File: src/design/lbms_pkg.sv
package lbms_pkg;

	localparam int unsigned HOLD_W  = 12;
	localparam int unsigned PHASE_W = 10;
	localparam int unsigned COUNT_W = 12;
	localparam int unsigned STEP_W  = 5;
	localparam int unsigned MODE_W  = 2;
	localparam int unsigned CFG_W   = 12;

	localparam logic [HOLD_W-1:0]  LONG_PRESS_RESET = 12'd3000;
	localparam logic [PHASE_W-1:0] PHASE_RESET      = 10'd1000;

	// Configuration register indexes.
	localparam logic REG_LONG_PRESS = 1'b0;
	localparam logic REG_PHASE      = 1'b1;

	// Mode codes.
	localparam logic [MODE_W-1:0] MODE_SHORT   = 2'd0;
	localparam logic [MODE_W-1:0] MODE_LONG    = 2'd1;
	localparam logic [MODE_W-1:0] MODE_SPECIAL = 2'd2;

	// Step counter wrap points and LED source boundaries.
	localparam logic [STEP_W-1:0] STEP_WRAP_SHORT = 5'd14;
	localparam logic [STEP_W-1:0] STEP_WRAP_LONG  = 5'd26;
	localparam logic [STEP_W-1:0] SHORT_A_LAST    = 5'd4;
	localparam logic [STEP_W-1:0] SHORT_B_LAST    = 5'd12;
	localparam logic [STEP_W-1:0] LONG_A_LAST     = 5'd8;
	localparam logic [STEP_W-1:0] LONG_B_END      = 5'd24;

	typedef struct packed {
		logic flag_a;
		logic flag_b;
		logic a_toggle;
	} phase_t;

	typedef struct packed {
		logic              pattern_led;
		logic              hold_led;
		logic              press_led;
		logic [MODE_W-1:0] current_mode;
	} result_t;

endpackage

File: src/design/lbms_phase.sv
module lbms_phase import lbms_pkg::*; (
	input  logic               clk,
	input  logic               arst_n,
	input  logic               tick,
	input  logic [PHASE_W-1:0] phase_ticks,
	output phase_t             phase
);

	logic [COUNT_W-1:0] count_q;
	logic               flag_a_q;
	logic               flag_b_q;

	logic [COUNT_W-1:0] count_inc;
	logic [COUNT_W-1:0] p1, p2, p3, p4;
	logic [COUNT_W-1:0] count_n;
	logic               flag_a_n;
	logic               flag_b_n;

	always_comb begin
		count_inc = count_q + 12'd1;
		p1 = {{(COUNT_W-PHASE_W){1'b0}}, phase_ticks};
		p2 = p1 << 1;
		p3 = p2 + p1;
		p4 = p1 << 2;
		count_n  = count_inc;
		flag_a_n = flag_a_q;
		flag_b_n = flag_b_q;
		if (count_inc >= p4) begin
			flag_a_n = 1'b0;
			flag_b_n = 1'b0;
			count_n  = '0;
		end else if (count_inc >= p3) begin
			flag_a_n = 1'b1;
			flag_b_n = 1'b1;
		end else if (count_inc >= p2) begin
			flag_a_n = 1'b0;
			flag_b_n = 1'b1;
		end else if (count_inc >= p1) begin
			flag_a_n = 1'b1;
		end
	end

	// The previous level of flag A is always the stored flag A itself.
	assign phase.flag_a   = flag_a_n;
	assign phase.flag_b   = flag_b_n;
	assign phase.a_toggle = flag_a_n ^ flag_a_q;

	always_ff @(posedge clk or negedge arst_n) begin
		if (!arst_n) begin
			count_q  <= '0;
			flag_a_q <= 1'b0;
			flag_b_q <= 1'b0;
		end else if (tick) begin
			count_q  <= count_n;
			flag_a_q <= flag_a_n;
			flag_b_q <= flag_b_n;
		end
	end

endmodule

File: src/design/lbms_mode.sv
module lbms_mode import lbms_pkg::*; (
	input  logic              clk,
	input  logic              arst_n,
	input  logic              tick,
	input  logic              button_held,
	input  logic [HOLD_W-1:0] long_press_ticks,
	input  phase_t            phase,
	output result_t           result
);

	logic              released_q;
	logic              button_before_q;
	logic [HOLD_W-1:0] hold_q;
	logic [MODE_W-1:0] mode_q;
	logic [STEP_W-1:0] step_q;
	logic              led_q;

	logic              released_n;
	logic [STEP_W-1:0] step_inc;
	logic [STEP_W-1:0] step_n;
	logic              held_long;
	logic [MODE_W-1:0] mode_1, mode_2, mode_n;
	logic [HOLD_W:0]   hold_inc;
	logic [HOLD_W-1:0] hold_n;
	logic              hold_led;
	logic              led_n;

	always_comb begin
		if (button_held) begin
			released_n = 1'b0;
		end else begin
			released_n = button_before_q | released_q;
		end

		step_inc = phase.a_toggle ? step_q + 5'd1 : step_q;
		step_n   = step_inc;
		if (mode_q == MODE_SHORT) begin
			if (step_inc >= STEP_WRAP_SHORT) begin
				step_n = '0;
			end
		end else if (step_inc >= STEP_WRAP_LONG) begin
			step_n = '0;
		end

		// Mode rules look at the hold count from before this transaction.
		held_long = hold_q >= long_press_ticks;
		mode_1 = (released_n && held_long) ? MODE_LONG : mode_q;
		mode_2 = (button_held && !held_long && mode_1 == MODE_LONG) ? MODE_SPECIAL : mode_1;
		mode_n = mode_2;
		if (released_n && !held_long && mode_2 == MODE_SPECIAL) begin
			mode_n = MODE_SHORT;
			step_n = '0;
		end
		if (mode_q == MODE_SHORT && mode_n == MODE_LONG) begin
			step_n = '0;
		end

		hold_inc = {1'b0, hold_q} + 13'd1;
		if (!button_held) begin
			hold_n   = '0;
			hold_led = 1'b0;
		end else if (hold_inc >= {1'b0, long_press_ticks}) begin
			hold_n   = long_press_ticks;
			hold_led = 1'b1;
		end else begin
			hold_n   = hold_inc[HOLD_W-1:0];
			hold_led = 1'b0;
		end

		led_n = led_q;
		case (mode_n)
			MODE_LONG, MODE_SPECIAL: begin
				if (step_n <= LONG_A_LAST) begin
					led_n = phase.flag_a;
				end else if (step_n < LONG_B_END) begin
					led_n = phase.flag_b;
				end
			end
			MODE_SHORT: begin
				if (step_n <= SHORT_A_LAST) begin
					led_n = phase.flag_a;
				end else if (step_n <= SHORT_B_LAST) begin
					led_n = phase.flag_b;
				end
			end
			default: led_n = led_q;
		endcase
	end

	assign result.pattern_led  = led_n;
	assign result.hold_led     = hold_led;
	assign result.press_led    = button_held;
	assign result.current_mode = mode_n;

	always_ff @(posedge clk or negedge arst_n) begin
		if (!arst_n) begin
			released_q      <= 1'b0;
			button_before_q <= 1'b0;
			hold_q          <= '0;
			mode_q          <= MODE_SHORT;
			step_q          <= '0;
			led_q           <= 1'b0;
		end else if (tick) begin
			released_q      <= released_n;
			button_before_q <= button_held;
			hold_q          <= hold_n;
			mode_q          <= mode_n;
			step_q          <= step_n;
			led_q           <= led_n;
		end
	end

endmodule

File: src/design/led_blink_mode_sequencer_core.sv
// LED blink mode sequencer.
// Input stream s_*: one transaction per tick, s_tdata[0] is the debounced button level.
// Output stream m_*: one transaction per input transaction, in order, carrying the
// pattern LED, hold LED, press LED and the current mode (0 short, 1 long, 2 special).
// Configuration: cfg_we writes cfg_data into register cfg_index in the same edge;
// index 0 is the long press length in ticks, index 1 the ticks per blink phase.
// Write configuration only while no transaction is in flight.
// A transaction moves from the input register through the tick update into the output register.
// Throughput is one transaction per cycle while the receiver does not stall.
// When the receiver stalls, the result holds in the output register. The input register
// still takes one transaction if it is empty, and s_tready stays low while both are full.
// Reset clears all counters and flags, selects short mode, empties both registers
// and loads the default settings of 3000 and 1000 ticks.
module led_blink_mode_sequencer_core import lbms_pkg::*; (
	input  logic             clk,
	input  logic             arst_n,
	input  logic             s_tvalid,
	output logic             s_tready,
	input  logic [7:0]       s_tdata,   // [0] button_held, [7:1] zero
	output logic             m_tvalid,
	input  logic             m_tready,
	output logic [7:0]       m_tdata,   // [0] pattern_led, [1] hold_led, [2] press_led,
	                                    // [4:3] current_mode, [7:5] zero
	input  logic             cfg_we,
	input  logic             cfg_index,
	input  logic [CFG_W-1:0] cfg_data
);

	logic [HOLD_W-1:0]  long_press_q;
	logic [PHASE_W-1:0] phase_ticks_q;

	logic    valid_s1;
	logic    button_s1;
	logic    out_valid_q;
	result_t out_q;

	logic    advance;
	phase_t  phase;
	result_t result;

	always_ff @(posedge clk or negedge arst_n) begin
		if (!arst_n) begin
			long_press_q  <= LONG_PRESS_RESET;
			phase_ticks_q <= PHASE_RESET;
		end else if (cfg_we) begin
			case (cfg_index)
				REG_LONG_PRESS: long_press_q  <= cfg_data[HOLD_W-1:0];
				REG_PHASE:      phase_ticks_q <= cfg_data[PHASE_W-1:0];
				default:        long_press_q  <= long_press_q;
			endcase
		end
	end

	// The tick in the input register is processed once the output register can take it.
	assign advance  = valid_s1 && (!out_valid_q || m_tready);
	assign s_tready = !valid_s1 || advance;

	always_ff @(posedge clk or negedge arst_n) begin
		if (!arst_n) begin
			valid_s1 <= 1'b0;
		end else if (s_tready) begin
			valid_s1 <= s_tvalid;
		end
	end

	always_ff @(posedge clk) begin
		if (s_tready && s_tvalid) begin
			button_s1 <= s_tdata[0];
		end
	end

	lbms_phase u_phase (
		.clk         (clk),
		.arst_n      (arst_n),
		.tick        (advance),
		.phase_ticks (phase_ticks_q),
		.phase       (phase)
	);

	lbms_mode u_mode (
		.clk              (clk),
		.arst_n           (arst_n),
		.tick             (advance),
		.button_held      (button_s1),
		.long_press_ticks (long_press_q),
		.phase            (phase),
		.result           (result)
	);

	always_ff @(posedge clk or negedge arst_n) begin
		if (!arst_n) begin
			out_valid_q <= 1'b0;
		end else if (advance) begin
			out_valid_q <= 1'b1;
		end else if (m_tready) begin
			out_valid_q <= 1'b0;
		end
	end

	always_ff @(posedge clk) begin
		if (advance) begin
			out_q <= result;
		end
	end

	assign m_tvalid = out_valid_q;
	assign m_tdata  = {3'b000, out_q.current_mode, out_q.press_led, out_q.hold_led,
		out_q.pattern_led};

`ifndef NO_ASSERTIONS
	a_hold_needs_press: assert property (@(posedge clk) disable iff (!arst_n)
		m_tvalid |-> (m_tdata[2] || !m_tdata[1]))
		else $error("hold LED lit without the button held");

	a_advance_fills_output: assert property (@(posedge clk) disable iff (!arst_n)
		advance |=> out_valid_q)
		else $error("processed tick did not reach the output register");

	a_ready_when_output_empty: assert property (@(posedge clk) disable iff (!arst_n)
		!out_valid_q |-> s_tready)
		else $error("input stalled while the output register is empty");

	a_mode_code_used: assert property (@(posedge clk) disable iff (!arst_n)
		advance |-> (result.current_mode == MODE_SHORT || result.current_mode == MODE_LONG
			|| result.current_mode == MODE_SPECIAL))
		else $error("mode update produced the unused code");
`endif

endmodule
File: config.mk
export PLATFORM = sky130hd
export DESIGN_NAME = led_blink_mode_sequencer_core
export DESIGN_NICKNAME = d
export VERILOG_FILES = /design/src/design/lbms_pkg.sv /design/src/design/lbms_phase.sv /design/src/design/lbms_mode.sv /design/src/design/led_blink_mode_sequencer_core.sv
export SDC_FILE = /design/constraint.sdc
export NUM_CORES = 1
export LEC_CHECK = 0
export BUFFER_PORTS_ARGS = -buffer_cell sky130_fd_sc_hd__buf_2
export CORE_MARGIN = 5
export CORE_UTILIZATION = 50
export CTS_CLUSTER_DIAMETER = 200
export CTS_CLUSTER_SIZE = 40
export DETAILED_ROUTE_END_ITERATION = 6
export MAX_ROUTING_LAYER = met4
export PLACE_DENSITY = 0.67
export REMOVE_ABC_BUFFERS = 1
export SLEW_MARGIN = 40
export SYNTH_ARGS = -nofsm -noshare
export SYNTH_HDL_FRONTEND = slang
export SYNTH_SLANG_ARGS = --single-unit
export TNS_END_PERCENT = 5
File: constraint.sdc
create_clock -name clk -period 12.8 [get_ports clk]
set_input_delay 3.84 -clock clk [delete_from_list [all_inputs] [get_ports clk]]
set_output_delay 3.84 -clock clk [all_outputs]
set_load 0.02 [all_outputs]
# After elaboration in Yosys (flattened, before gate mapping)
# Cells that the tools add are included.
[op_classes] addsub=4 reduce_logical=19 order_cmp=12 n_eq_ne=4 muxes=28 bitwise=3
[op_table] operator="12-bit greater-or-equal comparator" n=3
[op_table] operator="12-bit two-way mux" n=3
[op_table] operator="5-bit two-way mux" n=6
[op_table] operator="1-bit two-way mux" n=15
[op_table] operator="12-bit by 1-bit adder with 13-bit output, second input constant" n=1
[op_table] operator="13-bit by 12-bit greater-or-equal comparator with 1-bit output" n=1
[op_table] operator="11-bit by 10-bit adder with 12-bit output" n=1
[op_table] operator="12-bit by 1-bit adder with 12-bit output, second input constant" n=1
[op_table] operator="12-bit by 10-bit greater-or-equal comparator with 1-bit output" n=1
[op_table] operator="12-bit by 11-bit greater-or-equal comparator with 1-bit output" n=1
[op_table] operator="5-bit by 4-bit less-or-equal comparator with 1-bit output, second input constant" n=2
[op_table] operator="1-bit logical AND" n=8
[op_table] operator="2-bit two-way mux" n=3
[op_table] operator="5-bit by 1-bit adder with 5-bit output, second input constant" n=1
[op_table] operator="5-bit by 4-bit greater-or-equal comparator with 1-bit output, second input constant" n=1
[op_table] operator="5-bit greater-or-equal comparator, second input constant" n=1
[op_table] operator="5-bit by 3-bit less-or-equal comparator with 1-bit output, second input constant" n=1
[op_table] operator="5-bit < comparator, second input constant" n=1
[op_table] operator="2-bit by 1-bit == test with 1-bit output, second input constant" n=2
[op_table] operator="2-bit == test, second input constant" n=2
[op_table] operator="2-bit zero test" n=2
[op_table] operator="2-bit AND reduction" n=2
[op_table] operator="1-bit zero test" n=3
[op_table] operator="1-bit logical OR" n=2
[op_table] operator="6 further kinds" n=6
[word_totals] register_bits=66 in_bits=26 output_inout_bits=10

# Depth between registers and ports, before layout
[logic_depth] word_depth=17 ltp_mapped=24 depth_no_buf=24

# Modules after synthesis
# A second synthesis with hierarchy kept.
[unflattened] hier_cells=609 area_unflattened_um2=5763.0
[modules_own_cells] mod="lbms_mode" instances=1 area_per_inst_um2=2427.3 cells_per_inst=289
[modules_own_cells] mod="lbms_phase" instances=1 area_per_inst_um2=2157.1 cells_per_inst=255
[modules_own_cells] mod="led_blink_mode_sequencer_core" instances=1 area_per_inst_um2=1178.6 cells_per_inst=65

# Worst setup path after synthesis
# Ideal clock, no wire load.
[synth_timing] kind="input to output" start="input port m_tready" end="output port s_tready" cell_stages=1 path_slack_ns=4.842 arrival_time_ns=4.118 cell_sequence="nand3b_1"
[synth_between] elab_chain_cells=3
[synth_rtl] element="from (decl)" line_no="led_blink_mode_sequencer_core.sv:21" rtl="input logic m_tready,"
[synth_rtl] element="1-bit logical OR" line_no="led_blink_mode_sequencer_core.sv:55" rtl="assign advance = valid_s1 && (!out_valid_q || m_tready);"
[synth_rtl] element="1-bit logical AND" line_no="led_blink_mode_sequencer_core.sv:55"
[synth_rtl] element="1-bit logical OR" line_no="led_blink_mode_sequencer_core.sv:56" rtl="assign s_tready = !valid_s1 || advance;"
[synth_rtl] element="to (decl)" line_no="led_blink_mode_sequencer_core.sv:18" rtl="output logic s_tready,"
# No other way between the ends.

# Worst setup path in the final report
# Ends and elaborated chain as after synthesis.

==> metrics.txt <==
unrepaired setup endpoints after global routing=false; top cells by area, synth=dfrtp_1, ha_1, dfstp_2; WL/cell=15.8 µm; Starting Density=51.3%; initial antenna violation count=0; chip height=116 µm; Compound-Gate Fraction of Synth Area=20.6%; cell family with most CP delay=buffers and inverters; antenna cells=0; clock network fraction of total power=23.3%; crit-path most repeated cell=buf_2; final setup fails=0; worst-skew pair later-pin latency=0.34 ns; number of max-cap violations=0; cts repair resizes=0; Root Buffer=clkbuf_16; Power Internal=0.000676 W; HP Class=reg -> reg; Rel. slew slack=47.8%; clock buffer depth=2; Reg2Reg Depth=23; largest net degree at the start of global routing=61; clock period minus worst slack=8.16 ns; worst-margin pin slew=0.774 ns; first-pass GRT wire length=21,700 µm; Avg Inst Size Synth=8.84 µm²; combinational share of power=49.1%; Total GRT Usage=20.7%; beginning of the worst hold path=u_mode.button_before_q$_DFFE_PN0P_; Post-Synth Simple-Gate Area=16.9%; maximum vdd drop=0.0727 mV; Leak=3.00 nW; Peak Freq=123 MHz; routability cong.=0.886; CTS tree=built; CP Capture Type=output port; Worst R2R Start=phase_ticks_q[0]$_DFFE_PN0P_; pwr dens=185 nW/µm²; EDFF count, synth=6; die area=13,400 µm²; FF-to-FF End=m_tdata[0]$_DFFE_PP_; xor/xnor cell area share of the yosys netlist=4.53%; Final Cell Area=6210 µm²; post-route ant nets=0; Netlist Area Pre-Place=5610 µm²; sw power=0.000472 W; Worst EP required=8.96 ns; vias in the first global route=4,616; Worst Setup SP=m_tready; share of synthesized registers carrying an async set or reset=90.9%; synth warn=0; Final Hold Vio Count=0; GR Overflow Total=0; via count=4,658; setup TNS=0 ns; TritonRoute pass-1 iters=4; Area Growth Syn to Fin=10.7%; DRT Wirelength=12,700 µm; Hold EP=u_mode.button_before_q$_DFFE_PN0P_; commonest non-fill, non-tap cell in the layout=ha_1; library cells used by synthesis=68; H-tree depth=3; Synth Area in Adders=18.4%; sequential fraction of the synthesis area=30.2%; cell row count=38; Clock Skew=0.00575 ns; Sequential Power Share=27.6%; Post-DP HPWL=9500 µm; TritonCTS Buffers=9; crit-path cells=buf_2 > nand3b_1 > buf_2; nets@finish=767; switching power share of the total=41.1%; Main synth FF type=dfrtp_1; clk sinks=66; CP bufs+invs=2; outcome=completed; Critical Path AT=4.32 ns; initial drt markers=190; I/O Buffers=25; die width=116 µm; period utilization=63.8%; number of register bits inferred by synthesis=66; Worst R2R Setup Slack=7.26 ns; DP Area=5890 µm²; Residual DRC=0; crit path max fanout=3; WHS Path Cells=2; hold buffers post-CTS=0; share of layout cells above drive strength 1=12.0%; Synth top area share=21.0%; Ports=36; largest family of logic cells by synthesized area=compound AO/OA/AOI/OAI gates; most frequent cells in the layout=ha_1, nand2_1, o21ai_0; Cells after Synth=635; CP max-delay cell=nand3b_1; Via density=5.79; crit path kind=in -> out; core area=10,900 µm²; clk slew on worst S/H paths=0.05 ns; Setup Buffers After CTS=0; fraction of synthesized area in multiplexers=4.53%; final slew viol count=0; cell taking the most area after synthesis=dfrtp_1; slowest stage delay, CP=0.19 ns; crit start category=input port
## per-layer routing
layer	up-vias	routed length (µm)	part of all wire, %	global-route usage, %
met5	-	0	0	-
met1	2198	5710	45	24.7
met2	88	6310	50	35.6
met4	0	317	2.5	8.28
li1	2345	-	-	-
met3	27	382	3.0	2.35
## cell usage after synthesis, types with 5 or more instances
cell type  number
clkbuf_1       14
mux2i_1        13
nand2_1        78
and2_1          8
edfxtp_1        6
nor3_1          9
o21bai_1        7
nor2_1         29
nand2b_1        8
ha_1           81
xor2_1          7
dfstp_2        13
o31ai_1         5
o22ai_1         6
a211oi_1        7
a21o_1         16
nand3_1        19
o21a_1         12
mux2_2         11
xnor2_1        22
nor2b_1        10
a21oi_1        33
dfrtp_1        47
nand4_1         9
o21ai_0        49
inv_1          46
## logic make-up after synthesis
| logic type | after synthesis |
|---|---|
| multiplexers | 24 |
| AO/OA/AOI/OAI | 173 |
| flip-flops | 66 |
| other | 1 |
| adder cells (fa/ha/maj) | 82 |
| XOR/XNOR | 29 |
| buffers and inverters | 66 |
| AND/OR/NAND/NOR | 194 |
## stage by stage
stage	setup slack (ns)	power, W	cells	hold slack [ns]	utilization, %
2_1_floorplan	4.84	0.000739	617	0.442	-
3_3_place_gp	4.68	0.000851	788	0.461	53.8
3_5_place_dp	4.64	0.000876	788	0.467	53.8
4_1_cts	4.64	0.00115	804	0.481	56.8
5_1_grt	4.63	0.00125	804	0.500	56.8
6_report	4.64	0.00115	804	0.476	56.8
## power groups by stage
stage | Sequential (W) | Combinational [W] | Clock, W
6_report | 0.000317 | 0.000563 | 0.000268
4_1_cts | 0.000317 | 0.000562 | 0.000274
5_1_grt | 0.000324 | 0.000643 | 0.000284
3_5_place_dp | 0.000320 | 0.000556 | 0
3_3_place_gp | 0.000316 | 0.000535 | 0
2_1_floorplan | 0.000309 | 0.000430 | 0
## layout make-up
type                       instances  area [µm²]
clock buffer                      10         229
sequential                        66        1700
clock inverter                     6        90.1
fill                             967        4720
multi-input combinational        505        3670
tap                              140         175
inverter                          46         173
timing repair buffer              31         174
## how the worst max path moves through the flow
stage / to / slack (ns) / depth (start not counted)
after floorplan: s_tready / 4.84 / 1
after global placement: s_tready / 4.68 / 3
after detailed placement: s_tready / 4.64 / 3
after CTS: s_tready / 4.64 / 3
after global routing: s_tready / 4.63 / 3
final: s_tready / 4.64 / 3
## tightest hold or removal path, delay by kind of cell, from the launching register on
family        cells  cell delay, ns
simple gates      2            0.10
flops             1            0.34
## state kept, by name (all words and copies together), names as in the netlist, 2 cells and up
register / cells
u_mode.mode_q: 2
u_mode.hold_q: 12
u_phase.count_q: 12
long_press_q: 12
m_tdata: 5
u_mode.step_q: 5
phase_ticks_q: 10
Power figures use the tool's default switching activity.
